[src/design/hpq_pkg.sv]
`timescale 1ns / 1ps
// ----------------------------------------------------------------------------
// hpq_pkg
// Shared constants, types and the key comparison for the heap priority queue.
// ----------------------------------------------------------------------------
package hpq_pkg;

   localparam int CAPACITY   = 64;
   localparam int KEY_BITS   = 32;
   localparam int TAG_BITS   = 16;
   localparam int ADDR_BITS  = $clog2(CAPACITY);
   localparam int COUNT_BITS = $clog2(CAPACITY + 1);
   localparam int WIDE_BITS  = ADDR_BITS + 2;

   localparam int REQ_DATA_BITS = ((KEY_BITS + TAG_BITS + 7) / 8) * 8;
   localparam int RSP_DATA_BITS = ((KEY_BITS + TAG_BITS + COUNT_BITS + 7) / 8) * 8;

   localparam logic OP_PUSH = 1'b0;
   localparam logic OP_POP  = 1'b1;

   typedef struct packed {
      logic [TAG_BITS-1:0]        tag;
      logic signed [KEY_BITS-1:0] key;
   } entry_type;

   localparam int ENTRY_BITS = $bits(entry_type);

   typedef struct packed {
      logic                  wr_en;
      logic [ADDR_BITS-1:0]  wr_addr;
      logic [ENTRY_BITS-1:0] wr_data;
      logic                  rd_en;
      logic [ADDR_BITS-1:0]  rd_addr;
   } mem_req_type;

   typedef struct packed {
      logic                  valid;
      logic                  ok;
      entry_type             data;
      logic [COUNT_BITS-1:0] count;
   } result_type;

   typedef enum logic [3:0] {
      ST_IDLE,
      ST_UP_RD,
      ST_UP_CMP,
      ST_POP_LAST,
      ST_POP_MOVE,
      ST_DN_RD_L,
      ST_DN_RD_R,
      ST_DN_CMP,
      ST_RESP
   } state_type;

   // True when key a must be served strictly before key b.
   function automatic logic better(input logic signed [KEY_BITS-1:0] a,
                                   input logic signed [KEY_BITS-1:0] b,
                                   input logic min_first);
      better = min_first ? (a < b) : (a > b);
   endfunction

endpackage

[src/design/hpq_ram.sv]
`timescale 1ns / 1ps
// ----------------------------------------------------------------------------
// hpq_ram
// Generic single-write, single-read synchronous RAM with registered read data.
// ----------------------------------------------------------------------------
module hpq_ram #(
   parameter int WIDTH = 8,
   parameter int DEPTH = 16
) (
   input  logic                     clock,
   input  logic                     wr_en,
   input  logic [$clog2(DEPTH)-1:0] wr_addr,
   input  logic [WIDTH-1:0]         wr_data,
   input  logic                     rd_en,
   input  logic [$clog2(DEPTH)-1:0] rd_addr,
   output logic [WIDTH-1:0]         rd_data
);

   logic [WIDTH-1:0] mem_ff [DEPTH];
   logic [WIDTH-1:0] rd_data_ff;

   always_ff @(posedge clock) begin
      if (wr_en) begin
         mem_ff[wr_addr] <= wr_data;
      end
      if (rd_en) begin
         rd_data_ff <= mem_ff[rd_addr];
      end
   end

   assign rd_data = rd_data_ff;

endmodule

[src/design/hpq_ctrl.sv]
`timescale 1ns / 1ps
// ----------------------------------------------------------------------------
// hpq_ctrl
// Sequencer that performs push with sift-up and pop with sift-down against the
// heap memory, carrying the moving entry in a register and filling the hole.
// ----------------------------------------------------------------------------
module hpq_ctrl import hpq_pkg::*; (
   input  logic                  clock,
   input  logic                  reset,
   input  logic                  req_valid,
   input  logic                  req_op,
   input  entry_type             req_entry,
   output logic                  req_ready,
   input  logic                  min_first,
   output mem_req_type           mem,
   input  logic [ENTRY_BITS-1:0] mem_rd_data,
   input  logic                  rsp_free,
   output result_type            result
);

   state_type             state_ff, state_in;
   logic [COUNT_BITS-1:0] count_ff, count_in;
   logic [ADDR_BITS-1:0]  hole_ff, hole_in;
   entry_type             move_ff, move_in;
   entry_type             lchild_ff, lchild_in;
   entry_type             out_ff, out_in;
   logic                  ok_ff, ok_in;

   entry_type             rd_entry;
   logic                  is_empty;
   logic                  is_full;
   logic [ADDR_BITS-1:0]  hole_m1;
   logic [ADDR_BITS-1:0]  parent;
   logic                  up_swap;
   logic [WIDE_BITS-1:0]  left_w;
   logic [WIDE_BITS-1:0]  right_w;
   logic [WIDE_BITS-1:0]  count_w;
   logic                  left_valid;
   logic                  right_valid;
   logic                  pick_l;
   logic                  pick_r;
   logic signed [KEY_BITS-1:0] best_key;

   assign rd_entry    = entry_type'(mem_rd_data);
   assign is_empty    = (count_ff == '0);
   assign is_full     = (count_ff == COUNT_BITS'(CAPACITY));
   assign hole_m1     = hole_ff - ADDR_BITS'(1);
   assign parent      = {1'b0, hole_m1[ADDR_BITS-1:1]};
   assign up_swap     = better(move_ff.key, rd_entry.key, min_first);
   assign left_w      = {1'b0, hole_ff, 1'b1};
   assign right_w     = left_w + WIDE_BITS'(1);
   assign count_w     = WIDE_BITS'(count_ff);
   assign left_valid  = (left_w < count_w);
   assign right_valid = (right_w < count_w);
   assign pick_l      = better(lchild_ff.key, move_ff.key, min_first);
   assign best_key    = pick_l ? lchild_ff.key : move_ff.key;
   assign pick_r      = right_valid && better(rd_entry.key, best_key, min_first);

   always_ff @(posedge clock) begin
      if (reset) begin
         state_ff <= ST_IDLE;
         count_ff <= '0;
      end else begin
         state_ff <= state_in;
         count_ff <= count_in;
      end
      hole_ff   <= hole_in;
      move_ff   <= move_in;
      lchild_ff <= lchild_in;
      out_ff    <= out_in;
      ok_ff     <= ok_in;
   end

   always_comb begin
      state_in = state_ff;
      case (state_ff)
         ST_IDLE: begin
            if (req_valid) begin
               if (req_op == OP_POP) begin
                  state_in = is_empty ? ST_RESP : ST_POP_LAST;
               end else begin
                  state_in = is_full ? ST_RESP : ST_UP_RD;
               end
            end
         end
         ST_UP_RD:    state_in = (hole_ff == '0) ? ST_RESP : ST_UP_CMP;
         ST_UP_CMP:   state_in = up_swap ? ST_UP_RD : ST_RESP;
         ST_POP_LAST: state_in = ST_POP_MOVE;
         ST_POP_MOVE: state_in = is_empty ? ST_RESP : ST_DN_RD_L;
         ST_DN_RD_L:  state_in = left_valid ? ST_DN_RD_R : ST_RESP;
         ST_DN_RD_R:  state_in = ST_DN_CMP;
         ST_DN_CMP:   state_in = (pick_l || pick_r) ? ST_DN_RD_L : ST_RESP;
         ST_RESP:     state_in = rsp_free ? ST_IDLE : ST_RESP;
         default:     state_in = ST_IDLE;
      endcase
   end

   always_comb begin
      count_in  = count_ff;
      hole_in   = hole_ff;
      move_in   = move_ff;
      lchild_in = lchild_ff;
      out_in    = out_ff;
      ok_in     = ok_ff;
      case (state_ff)
         ST_IDLE: begin
            if (req_valid) begin
               out_in = '0;
               if (req_op == OP_POP) begin
                  ok_in = !is_empty;
               end else begin
                  ok_in = !is_full;
                  if (!is_full) begin
                     hole_in  = count_ff[ADDR_BITS-1:0];
                     count_in = count_ff + COUNT_BITS'(1);
                     move_in  = req_entry;
                  end
               end
            end
         end
         ST_UP_CMP: begin
            if (up_swap) begin
               hole_in = parent;
            end
         end
         ST_POP_LAST: begin
            out_in   = rd_entry;
            count_in = count_ff - COUNT_BITS'(1);
         end
         ST_POP_MOVE: begin
            move_in = rd_entry;
            hole_in = '0;
         end
         ST_DN_RD_R: begin
            lchild_in = rd_entry;
         end
         ST_DN_CMP: begin
            if (pick_r) begin
               hole_in = right_w[ADDR_BITS-1:0];
            end else if (pick_l) begin
               hole_in = left_w[ADDR_BITS-1:0];
            end
         end
         default: begin
         end
      endcase
   end

   always_comb begin
      mem          = '0;
      req_ready    = 1'b0;
      result       = '0;
      result.ok    = ok_ff;
      result.data  = out_ff;
      result.count = count_ff;
      case (state_ff)
         ST_IDLE: begin
            req_ready   = 1'b1;
            mem.rd_en   = req_valid && (req_op == OP_POP);
            mem.rd_addr = '0;
         end
         ST_UP_RD: begin
            if (hole_ff == '0) begin
               mem.wr_en   = 1'b1;
               mem.wr_addr = '0;
               mem.wr_data = move_ff;
            end else begin
               mem.rd_en   = 1'b1;
               mem.rd_addr = parent;
            end
         end
         ST_UP_CMP: begin
            mem.wr_en   = 1'b1;
            mem.wr_addr = hole_ff;
            mem.wr_data = up_swap ? rd_entry : move_ff;
         end
         ST_POP_LAST: begin
            mem.rd_en   = 1'b1;
            mem.rd_addr = hole_m1 + ADDR_BITS'(count_ff[ADDR_BITS-1:0]) - hole_ff;
         end
         ST_DN_RD_L: begin
            if (left_valid) begin
               mem.rd_en   = 1'b1;
               mem.rd_addr = left_w[ADDR_BITS-1:0];
            end else begin
               mem.wr_en   = 1'b1;
               mem.wr_addr = hole_ff;
               mem.wr_data = move_ff;
            end
         end
         ST_DN_RD_R: begin
            mem.rd_en   = right_valid;
            mem.rd_addr = right_w[ADDR_BITS-1:0];
         end
         ST_DN_CMP: begin
            mem.wr_en   = 1'b1;
            mem.wr_addr = hole_ff;
            if (pick_r) begin
               mem.wr_data = rd_entry;
            end else if (pick_l) begin
               mem.wr_data = lchild_ff;
            end else begin
               mem.wr_data = move_ff;
            end
         end
         ST_RESP: begin
            result.valid = 1'b1;
         end
         default: begin
         end
      endcase
   end

endmodule

[src/design/binary_heap_priority_queue.sv]
`timescale 1ns / 1ps
// ----------------------------------------------------------------------------
// binary_heap_priority_queue
// Fixed-capacity binary heap priority queue over one synchronous memory.
// ----------------------------------------------------------------------------
// One transaction is handled at a time. A push opens a hole at the bottom and
// moves it up level by level, reading the parent and then comparing and writing.
// A pop reads the root and the last entry, moves the last entry to the root and,
// unless the heap is now empty, sinks it level by level, reading the left and
// then the right child before comparing and writing. The single read port of
// the heap memory sets this order of steps. Refused operations (push when full,
// pop when empty) go straight to the response. The next request is taken
// while a response still waits.
module binary_heap_priority_queue import hpq_pkg::*; (
   input  logic                     clock,
   input  logic                     reset,
   // tdata: item_key[31:0], item_tag[47:32]
   input  logic [REQ_DATA_BITS-1:0] req_tdata,
   // tuser: op
   input  logic [0:0]               req_tuser,
   input  logic                     req_tvalid,
   output logic                     req_tready,
   // tdata: out_key[31:0], out_tag[47:32], entry_count[54:48], zero pad
   output logic [RSP_DATA_BITS-1:0] rsp_tdata,
   // tuser: ok
   output logic [0:0]               rsp_tuser,
   output logic                     rsp_tvalid,
   input  logic                     rsp_tready,
   // data: order_select
   input  logic [0:0]               csr_data,
   input  logic                     csr_valid,
   output logic                     csr_ready
);

   logic        order_select_ff, order_select_in;
   logic        rsp_valid_ff, rsp_valid_in;
   result_type  rsp_ff, rsp_in;

   entry_type   req_entry;
   mem_req_type mem;
   logic [ENTRY_BITS-1:0] mem_rd_data;
   result_type  result;
   logic        rsp_free;

   assign req_entry.key = req_tdata[KEY_BITS-1:0];
   assign req_entry.tag = req_tdata[KEY_BITS +: TAG_BITS];
   assign csr_ready     = 1'b1;
   assign rsp_free      = !rsp_valid_ff || rsp_tready;

   hpq_ctrl u_ctrl (
      .clock       (clock),
      .reset       (reset),
      .req_valid   (req_tvalid),
      .req_op      (req_tuser[0]),
      .req_entry   (req_entry),
      .req_ready   (req_tready),
      .min_first   (order_select_ff),
      .mem         (mem),
      .mem_rd_data (mem_rd_data),
      .rsp_free    (rsp_free),
      .result      (result)
   );

   hpq_ram #(
      .WIDTH (ENTRY_BITS),
      .DEPTH (CAPACITY)
   ) u_heap_ram (
      .clock   (clock),
      .wr_en   (mem.wr_en),
      .wr_addr (mem.wr_addr),
      .wr_data (mem.wr_data),
      .rd_en   (mem.rd_en),
      .rd_addr (mem.rd_addr),
      .rd_data (mem_rd_data)
   );

   always_comb begin
      order_select_in = order_select_ff;
      if (csr_valid) begin
         order_select_in = csr_data[0];
      end
      rsp_valid_in = rsp_valid_ff;
      rsp_in       = rsp_ff;
      if (rsp_valid_ff && rsp_tready) begin
         rsp_valid_in = 1'b0;
      end
      if (result.valid && rsp_free) begin
         rsp_valid_in = 1'b1;
         rsp_in       = result;
      end
   end

   always_ff @(posedge clock) begin
      if (reset) begin
         order_select_ff <= 1'b0;
         rsp_valid_ff    <= 1'b0;
      end else begin
         order_select_ff <= order_select_in;
         rsp_valid_ff    <= rsp_valid_in;
      end
      rsp_ff <= rsp_in;
   end

   assign rsp_tvalid = rsp_valid_ff;
   assign rsp_tuser  = rsp_ff.ok;
   assign rsp_tdata  = RSP_DATA_BITS'({rsp_ff.count, rsp_ff.data.tag, rsp_ff.data.key});

endmodule

[config.mk]
export PLATFORM = sky130hd
export DESIGN_NAME = binary_heap_priority_queue
export DESIGN_NICKNAME = d
export VERILOG_FILES = /design/src/design/hpq_pkg.sv /design/src/design/hpq_ram.sv /design/src/design/hpq_ctrl.sv /design/src/design/binary_heap_priority_queue.sv
export SDC_FILE = /design/constraint.sdc
export NUM_CORES = 2
export LEC_CHECK = 0
export BUFFER_PORTS_ARGS = -buffer_cell sky130_fd_sc_hd__buf_2
export CAP_MARGIN = 20
export CORE_ASPECT_RATIO = 0.8
export CORE_UTILIZATION = 45
export DETAILED_ROUTE_END_ITERATION = 16
export GPL_ROUTABILITY_DRIVEN = 0
export SYNTH_ARGS = -nofsm -noshare
export SYNTH_HDL_FRONTEND = slang
export SYNTH_HIERARCHICAL = 1
export SYNTH_SLANG_ARGS = --single-unit
[constraint.sdc]
create_clock -name clock -period 6.65 [get_ports clock]
set_input_delay 0.665 -clock clock [delete_from_list [all_inputs] [get_ports clock]]
set_output_delay 0.665 -clock clock [all_outputs]
set_load 0.05 [all_outputs]
==> metrics <==
part of the Yosys area used for sequential elements 0.769; total gr overflow 0; dominant cells by area after synthesis edfxtp_1, mux4_2, ha_1; met2 Track Usage GR 0.410; share of the synthesized area in the top cell type 0.767; nets between 6k and 7k; H-Tree Depth 5; all-layer global routing usage 0.282; Static Leak roughly 46 nW; number of setup violations in the final report 0; number of flops mapped to enable cells by yosys roughly 3.3k; CTS Sinks between 3k and 4k; gr busiest metal met1; drt drc 0; Ports approximately 120; leading area contributor after synthesis edfxtp_1; status complete, no violations; Detail Placement HPWL ~230,000 um; P_int between 30 and 40 mW; Mapped Cells about 6.1k; clock slew at reported path FFs around 60 ps; max_cap viols 0; switching part of the total 0.261; register share of total power 0.487; Required @ worst endpoint 7330 ps; unique cell type count in the Yosys netlist 75; crit path max fanout 64; WP data arrival between 7000 and 8000 ps; DR iter-0 viols around 11k; worst r2r src u_ctrl/move_ff[19]$_DFFE_PP_; drt total wl just over 400,000 um; reg2reg end u_heap_ram/mem_ff[11][43]$_DFFE_PP_; clk buf depth 4; TNS Setup 0 ps; Hold/Removal Path Class in -> reg; share of cells above drive strength 1 0.286; die area 0.292 mm2; Pins Over Slew Limit 0; relative slew slack 0.160; Psw roughly 13 mW; Setup CP Type reg -> reg; Die W around 600 um; initial antenna violation count 27; Power Density approximately 330 mW/mm2; total number of vias approximately 70k; R2R Setup Slk 320 ps; fin crit period about 6300 ps; Area growth, synth to finish 15.0%; Main synth FF type edfxtp_1; Crit. End Element flip-flop; port bufs 112; Fmax achieved 158 MHz; VDD IR max ~0.22 mV; total chip power around 50 mW; ys async rst share 0; starting density of the core 0.453; global-route wire length before repair ~560,000 um; met3 GRT Util 0.0737; RSZ-0062 raised after global routing no; worst setup path endpoint u_heap_ram/mem_ff[11][43]$_DFFE_PP_; Post-Syn Nets roughly 6.3k; Clock power frac 0.357; vias per cell approximately 6.6; CP Launch Type flip-flop; Post-synth top cells edfxtp_1, mux4_2, nor2_1, a21oi_1, clkbuf_1; TritonCTS Buffers about 330; DRT antenna net count 0; count of state elements after synthesis around 3.3k; synthesized area per cell 21.4 um2; clk_skew approximately 45 ps; part of the cycle the worst path needs 0.952; yosys warns 6; Avg WL per Cell a little under 40 um; Final Hold Fails 0; Mapped Area 0.130 mm2; Slew @ Worst Pin roughly 1300 ps; Comb pwr share 0.156; CTS tree built; FF-to-FF path depth 23; drt pass-1 iters 6; CP Launch Point u_ctrl/move_ff[19]$_DFFE_PP_; CORE AREA between 0.2 and 0.3 mm2; Cell Rows around 180; vias in the first global route a little under 70k; Skew-Pair Late Insertion Delay about 900 ps; met1 Use GR 0.417; fin util 0.521; Root Buffer clkbuf_16; count leader, synth edfxtp_1; largest net degree at the start of global routing 80; DIE HEIGHT ~480 um
==> layout make-up <==
| type | instances | area [um2] |
|---|---|---|
| clock buffers | 414 | 8930 |
| fillers | 22144 | 138000 |
| multi-input cells | 2303 | 29400 |
| repair buffers | 527 | 5070 |
| clock inverters | 162 | 1200 |
| inverters | 100 | 375 |
| diodes | 22 | 55.1 |
| well taps | 3827 | 4790 |
| flip-flops and latches | 3340 | 100000 |
==> worst min-delay path by stage <==
| stage | cells after the start | slack, ps | start | endpoint |
|---|---|---|---|---|
| 2_1_floorplan | 0 | 400 | u_ctrl/result[7]$_SDFFCE_PN0P_ | rsp_tdata[0]$_DFFE_PP_ |
| 3_3_place_gp | 0 | 400 | u_ctrl/result[8]$_SDFFCE_PN0P_ | rsp_tdata[1]$_DFFE_PP_ |
| 3_5_place_dp | 0 | 400 | u_ctrl/result[49]$_SDFFCE_PN0P_ | rsp_tdata[42]$_DFFE_PP_ |
| 4_1_cts | 3 | 2 | csr_data | order_select_ff$_SDFFE_PP0P_ |
| 5_1_grt | 3 | 40 | csr_data | order_select_ff$_SDFFE_PP0P_ |
| 6_report | 3 | 50 | csr_data | order_select_ff$_SDFFE_PP0P_ |
==> stage by stage <==
step	cell area (um2)	cells	hold WS [ps]	setup slack (ps)
2_1_floorplan	131000	6078	400	-326
3_3_place_gp	139000	10091	401	90.4
6_report	150000	10695	46.5	316
4_1_cts	150000	10672	1.65	102
5_1_grt	150000	10678	41.3	53.5
3_5_place_dp	139000	10091	405	-36.2
==> kinds of logic (layout without fill, tap and decap cells) <==
family,count (synthesis),in the layout,synth area share
xor gates and xnor gates,29,29,0.00195
AOI/OAI and AO/OA,731,731,0.0395
muxes,921,921,0.144
buffers and inverters,435,1203,0.0163
adders and majority gates,120,120,0.0116
DFF,3340,3340,0.769
other,2,24,0.0000576
and+or+nand+nor,500,500,0.0184
==> power by group through the flow <==
stage               clock network, mW  registers, mW  logic (mW)
floorplan                           0           24.9        4.70
global placement                    0           24.9        7.58
detailed placement                  0           24.9        7.64
CTS                              18.1           24.5        7.67
global route                     18.8           24.5        8.21
finish                           17.9           24.5        7.83
==> placed cells by master, fill, tap and decap left out, types with 97 or more instances in the layout <==
cell type,n
a21oi_1,138
buf_12,107
buf_2,112
buf_4,298
clkbuf_16,347
edfxtp_1,3327
ha_1,116
inv_1,97
mux2i_1,102
mux4_2,754
nand2_1,99
nor2_1,128
o22ai_1,123
==> registers in the layout, indices dropped and copies added (netlist names) <==
signal / flops
order_select_ff: 1
rsp_tdata: 55
rsp_tuser: 1
rsp_tvalid: 1
u_ctrl/count_ff: 7
u_ctrl/hole_ff: 6
u_ctrl/lchild_ff: 48
u_ctrl/move_ff: 48
u_ctrl/ok_ff: 1
u_ctrl/result: 48
u_ctrl/state_ff: 4
u_heap_ram/mem_ff: 3072
u_heap_ram/rd_data: 48
==> repair_timing <==
item                                    CTS  global route
gates resized for setup                   0           114
hold buffers                              0             0
buffers inserted                          5             0
cloned                                    0             0
pin swaps                                 1             1
endpoints found under the setup margin  777          2354
==> per-layer routing <==
| layer | wire [um] | share of wire | vias up |
|---|---|---|---|
| li1 | - | - | 26820 |
| met1 | 165000 | 0.40 | 37780 |
| met2 | 182000 | 0.44 | 4916 |
| met3 | 52900 | 0.13 | 713 |
| met4 | 15100 | 0.036 | 4 |
| met5 | 34 | 0.000082 | - |
==> critical path, cell delays in order (launching register included) <==
cell and delay [ps]:
edfxtp_1 390, inv_1 60, ha_1 320, a21oi_1 160, o21ai_0 170, a211oi_1 270
nor3_1 110, a2111oi_2 410, mux2i_2 360, nand2_4 190, buf_12 200, mux2i_1 220
ha_1 290, nor2b_4 130, o211ai_2 140, a2111oi_1 100, or4b_4 560, a21oi_4 250
mux2_4 350, nor3_4 220, a211oi_4 100, buf_4 290, o211ai_1 440, buf_12 280
Note: power is estimated with default switching activity, not from simulation.
